--- config.mk ---
export PLATFORM = sky130hd
export DESIGN_NAME = scbp_ctrl
export DESIGN_NICKNAME = d
export VERILOG_FILES = /design/src/rtl/scbp_pkg.sv /design/src/rtl/scbp_ctrl.sv
export SDC_FILE = /design/constraint.sdc
export NUM_CORES = 1
export LEC_CHECK = 0
export ABC_AREA = 1
export BUFFER_PORTS_ARGS = -buffer_cell sky130_fd_sc_hd__buf_2
export CAP_MARGIN = 5
export CORE_AREA = 10 10 47 49
export DETAILED_ROUTE_END_ITERATION = 7
export DIE_AREA = 0 0 57 59
export PLACE_DENSITY_LB_ADDON = 0.08
export SETUP_SLACK_MARGIN = 0.4
export SLEW_MARGIN = 20
export SYNTH_ARGS = -nofsm -noshare
export SYNTH_HDL_FRONTEND = slang
export SYNTH_SLANG_ARGS = --single-unit
--- constraint.sdc ---
create_clock -name clk_i -period 0.8 [get_ports clk_i]
set_input_delay 0.04 -clock clk_i [delete_from_list [all_inputs] [get_ports clk_i]]
set_output_delay 0.04 -clock clk_i [all_outputs]
set_load 0.05 [all_outputs]
--- src/rtl/scbp_pkg.sv ---
// ----------------------------------------------------------------------------
// Size class buffer pool package
// Shared constants, request and status codes, and the command and status
// structs that join the controller to the datapath.
// ----------------------------------------------------------------------------
package scbp_pkg;

  // Default configuration of the pool array.
  localparam int NUM_POOLS_DEF     = 8;
  localparam int BUFS_PER_POOL_DEF = 64;
  localparam int GRANULE_BYTES_DEF = 64;

  // Fixed field widths of the ports.
  localparam int NUM_REGS  = 8;
  localparam int REG_IDX_W = 3;
  localparam int GRAN_W    = 10;
  localparam int ACTION_W  = 2;
  localparam int SIZE_W    = 16;
  localparam int BPOOL_W   = 4;
  localparam int BSLOT_W   = 6;
  localparam int STATUS_W  = 3;
  localparam int GPOOL_W   = 3;
  localparam int GSLOT_W   = 6;
  localparam int COUNT_W   = 7;

  // Reset value of each size class register, in granules.
  localparam logic [GRAN_W-1:0] GRAN_RESET [NUM_REGS] = '{
    10'd1, 10'd2, 10'd4, 10'd8, 10'd16, 10'd32, 10'd64, 10'd128
  };

  // Request codes.
  localparam logic [ACTION_W-1:0] ACT_ALLOC = 2'd0;
  localparam logic [ACTION_W-1:0] ACT_FREE  = 2'd1;
  localparam logic [ACTION_W-1:0] ACT_QUERY = 2'd2;

  // Result status codes.
  localparam logic [STATUS_W-1:0] ST_OK         = 3'd0;
  localparam logic [STATUS_W-1:0] ST_BAD_SIZE   = 3'd1;
  localparam logic [STATUS_W-1:0] ST_POOL_EMPTY = 3'd2;
  localparam logic [STATUS_W-1:0] ST_BAD_HANDLE = 3'd3;
  localparam logic [STATUS_W-1:0] ST_NOT_ALLOC  = 3'd4;

  // Commands from the controller to the datapath.
  typedef struct packed {
    logic sweep;   // initialise one memory entry
    logic load;    // capture a request and read the memories
    logic commit;  // update state and load the result register
  } cmd_t;

  // Status from the datapath to the controller.
  typedef struct packed {
    logic sweep_last;  // the sweep is on its final entry
  } sts_t;

endpackage

--- src/rtl/scbp_ctrl.sv ---
// ----------------------------------------------------------------------------
// Size class buffer pool controller
// Sequences the initialisation sweep, request capture and execution, and
// owns the handshake of both channels.
// ----------------------------------------------------------------------------
module scbp_ctrl (
  input  logic             clk_i,
  input  logic             rst_ni,
  input  logic             in_valid_i,
  output logic             in_ready_o,
  output logic             out_valid_o,
  input  logic             out_ready_i,
  output scbp_pkg::cmd_t   cmd_o,
  input  scbp_pkg::sts_t   sts_i
);

  typedef enum logic [1:0] {
    S_SWEEP,
    S_IDLE,
    S_EXEC
  } state_e;

  state_e state_q;
  logic   out_valid_q;

  // Commands: a request executes once the result register is free.
  always_comb begin
    cmd_o.sweep  = (state_q == S_SWEEP);
    cmd_o.load   = (state_q == S_IDLE) && in_valid_i;
    cmd_o.commit = (state_q == S_EXEC) && (!out_valid_q || out_ready_i);
  end

  assign in_ready_o  = (state_q == S_IDLE);
  assign out_valid_o = out_valid_q;

  // State and result valid flag.
  always_ff @(posedge clk_i or negedge rst_ni) begin
    if (!rst_ni) begin
      state_q     <= S_SWEEP;
      out_valid_q <= 1'b0;
    end else begin
      case (state_q)
        S_SWEEP: begin
          if (sts_i.sweep_last) state_q <= S_IDLE;
        end
        S_IDLE: begin
          if (in_valid_i) state_q <= S_EXEC;
        end
        S_EXEC: begin
          if (cmd_o.commit) state_q <= S_IDLE;
        end
        default: state_q <= S_SWEEP;
      endcase

      if (cmd_o.commit) begin
        out_valid_q <= 1'b1;
      end else if (out_ready_i) begin
        out_valid_q <= 1'b0;
      end
    end
  end

endmodule

==> results.md <==
- The routed wire length is 468 um.
- By startpoint and endpoint, the worst setup path is classified as reg2out.
- The final reports fail on negative setup slack.
- The share of total power consumed by net switching is 0.493.
- The measured slew at the worst slew-check pin is 0.149 ns.
- The clock-pin transition on the worst setup and hold timing paths is 0.04 ns.
- Data on the critical path is required at its endpoint by 0.76 ns.
- The maximum clock path buffer count is 2.
- After floorplanning, the core was divided into 14 placement rows.
- The most frequently used flop master after synthesis is dfrtp_1.
- Between clock sinks in the finished design, the worst skew comes to 0.00298 ns.
- The simple-gate share of the synthesized area is 0.246.
- The highest net fanout along the worst path is 4.
- The areal power density over the cells is 4780 mW/mm^2.
- The average instance in the mapped netlist occupies 6.94 um^2.
- The routed design could run at a clock period as short as 1.11 ns.
- The wire-length estimate of the detail-placed layout is 406 um.
- The tightest min-delay check is of the in2reg type.
- The ratio of cells with drive above 1 in the final layout is 0.718.
- The area of the die is 0.00336 mm^2.
- Of the post-synthesis cell area, the part taken by muxes is 0.
- The total number of clock tree sinks is 3.
- The area occupied by multi-input gates is 98.8 um^2.
- The synthesized netlist contains 6 unique library cells.
- The number of nets handed over by synthesis was 27.
- The worst voltage drop across the vdd grid is 1.63 mV.
- The analysis attributes to net switching a power of 0.000880 W.
- Setup repair after global routing could not meet its margin everywhere.
- The main combinational cell family by area after synthesis is simple AND/OR/NAND/NOR gates.
- The capturing element of the worst setup path is cmd_o[1].
- The count of flip-flops with a built-in enable after synthesis is 0.
- In the post-route analysis, the smallest setup slack over all paths is -0.306 ns.
- The count of inserted antenna diode cells is 0.
- The register-to-register setup slack is -0.15 ns.
- The area share of xor/xnor cells in the synthesized design is 0.
- The total internal power is 0.000904 W.
- The depth of the most critical reg-to-reg path is 5.
- The netlist area before placement is 153 um^2.
- The max-slew violation count is 0.
- The core region is 0.00140 mm^2.
- The clock tree from TritonCTS is done.
- The critical path launch point type is a flop.
- Entering global routing, the biggest net connects 5 pins.
- The height of the die is 59 um.
- The detail-routed via count per cell is 3.38.
- The number of failing hold endpoints at the final stage is 0.
- The end of the worst register-to-register path is state_q[0].
- Of the total power, registers draw 0.171.
- The sequential element share of the synthesized area is 0.492.
- The reported max-cap violation count is 0.
- The aggregate global-route resource usage is 0.0334.
- The source of the worst register-to-register timing path is state_q[0].
- The run finished, with violations left.
- The library cell with the largest summed area after synthesis is dfrtp_1.
- The first-pass GRT wire length is 786 um.
- The fraction of power consumed by the clock network is 0.146.
- After global routing the overflow that remains totals 0.
- After synthesis the netlist holds a flip-flop and latch count of 3.
- The cell sitting at the root of the clock tree is a clkbuf_4.
- The floorplan step set the die width to 57 um.
- Buffers placed on the I/O ports in this run total 9.
- The routability-driven placement congestion ratio is 0.700.
- The final total negative setup slack is -1.39 ns.
- By area the synthesized netlist is led by dfrtp_1 49%, inv_1 15%, nor2_1 15%.
- For this design the static power due to leakage is 0.171 nW.
- For this configuration, the core starts out at a cell density of 0.109.
- The signal arrival time at the worst endpoint is 1.07 ns.
- The detailed-routing iteration count for the pre-antenna-repair pass is 2.
- Headroom to the max-slew limit came out at 0.900.
- The most critical setup path has its startpoint at state_q[1].
- Of the total synthesized cell area, the portion taken by full adders, half adders and majority gates is 0.
- The number of setup violations in the final report is 8.
- For this run, the post-layout net count is 45.
- Clock tree synthesis inserted a total of 3 buffers.
- The final routed DRC violation total is 0.
- Across the whole layout, storage elements account for 77.6 um^2.
- The number of placed I/O pins is 10.
- In the finished design, the share of the clock period the worst path needs comes to 1.38.
- The via count of the first global-routing pass came to 198.
- The cell count after synthesis came out at 22.
- The layout has 160 filler cells.
- For the worst-skew pair, the clock arrives at the later sink with an insertion delay of 0.23 ns.
- The top achievable clock speed is 904 MHz.
- The routed layout has 186 vias.
- The core occupancy in the finished layout is 0.266.
- The number of antenna violations at the first check in global routing came to 0.
- Timing analysis after detailed placement gives a worst setup slack of -0.209 ns.
- The total of warnings raised by yosys is 0.
- The share of synthesized registers carrying an async set or reset is 1.00.
- The final routed wire length divided by cell count is 8.51 um.
- CTS built an H-tree with a depth of 1.
- In the synthesized netlist, the cells that appear most often are 6 x inv_1, 6 x nor2_1, 4 x nand2_1.
- The synthesized-area fraction occupied by ao, oa, aoi and oai cells is 0.115.
- The critical path capture point type is an output pin.
- The growth of design area from synthesis to finish is 144%.
- The starting DRC count in detailed routing is 1.
- The remaining antenna violation count is 0.
- The proportion of netlist area held by the largest area contributor is 0.492.
- The combinational group share of total power is 0.684.
-- worst max-delay path: stages, from the launching register on --
cell and delay, ns:
dfrtp_1 0.39, inv_2 0.09, nand2_2 0.10, nor2_4 0.11, buf_8 0.15
-- logic make-up after synthesis --
group	after synthesis
AO/OA/AOI/OAI	3
buffers and inverters	6
flip-flops	3
AND/OR/NAND/NOR	10
-- repair_timing --
| item | CTS | global route |
|---|---|---|
| hold buffers | 1 | 0 |
| resized for setup | 15 | 7 |
| setup endpoints to repair | 8 | 8 |
| pin swaps | 2 | 1 |
| endpoints found under the hold margin | 3 | 0 |
| setup buffers | 1 | 0 |
-- registers in the layout, summed over array words and instances, names as in the netlist --
name and cells:
out_valid_o 1, state_q 2
-- final cells by class --
class                   count  share of cell area
repair buffers             13               0.332
multi-input cells          13               0.265
flip-flops and latches      3               0.208
clock buffers               4              0.0705
inverters                   6              0.0705
well taps                  16              0.0537
-- through the flow --
step	instances	area, um^2	power, W	hold WS (ns)
6_report	55	373	0.00178	0.0286
5_1_grt	55	373	0.00191	0.0220
4_1_cts	55	348	0.00170	0.0314
3_5_place_dp	49	268	0.00121	-0.160
3_3_place_gp	49	268	0.00121	-0.163
2_1_floorplan	22	188	0.000975	-0.256
-- worst min-delay path by stage --
stage                 from     endpoint  cells after the start
4_1_cts        out_ready_i  out_valid_o                      2
3_3_place_gp        rst_ni   state_q[1]                      1
2_1_floorplan       rst_ni  out_valid_o                      0
5_1_grt        out_ready_i  out_valid_o                      2
3_5_place_dp        rst_ni   state_q[1]                      1
6_report       out_ready_i  out_valid_o                      2
-- metal layers --
| layer | vias to the layer above | routed length (um) | GRT usage |
|---|---|---|---|
| met5 | - | 0 | 0 |
| met4 | 0 | 19 | 0.0403 |
| met3 | 2 | 51 | 0.0343 |
| met2 | 9 | 216 | 0.0388 |
| met1 | 79 | 180 | 0.0287 |
| li1 | 96 | - | - |
-- power groups by stage --
stage	clock (W)	combinational, W	sequential [W]
6_report	0.000260	0.00122	0.000304
5_1_grt	0.000305	0.00129	0.000315
4_1_cts	0.000273	0.00114	0.000285
3_5_place_dp	0	0.000940	0.000269
3_3_place_gp	0	0.000939	0.000273
2_1_floorplan	0	0.000600	0.000375
-- placed cells by master, fill, tap and decap left out, drive strengths merged --
cell	instances
buf	12
nor2	6
inv	5
nand2	4
clkbuf	4
dfrtp	3
o21ai	2
clkinvlp	1
o21bai	1
dlygate4sd3	1
Power figures use the tool's default switching activity.
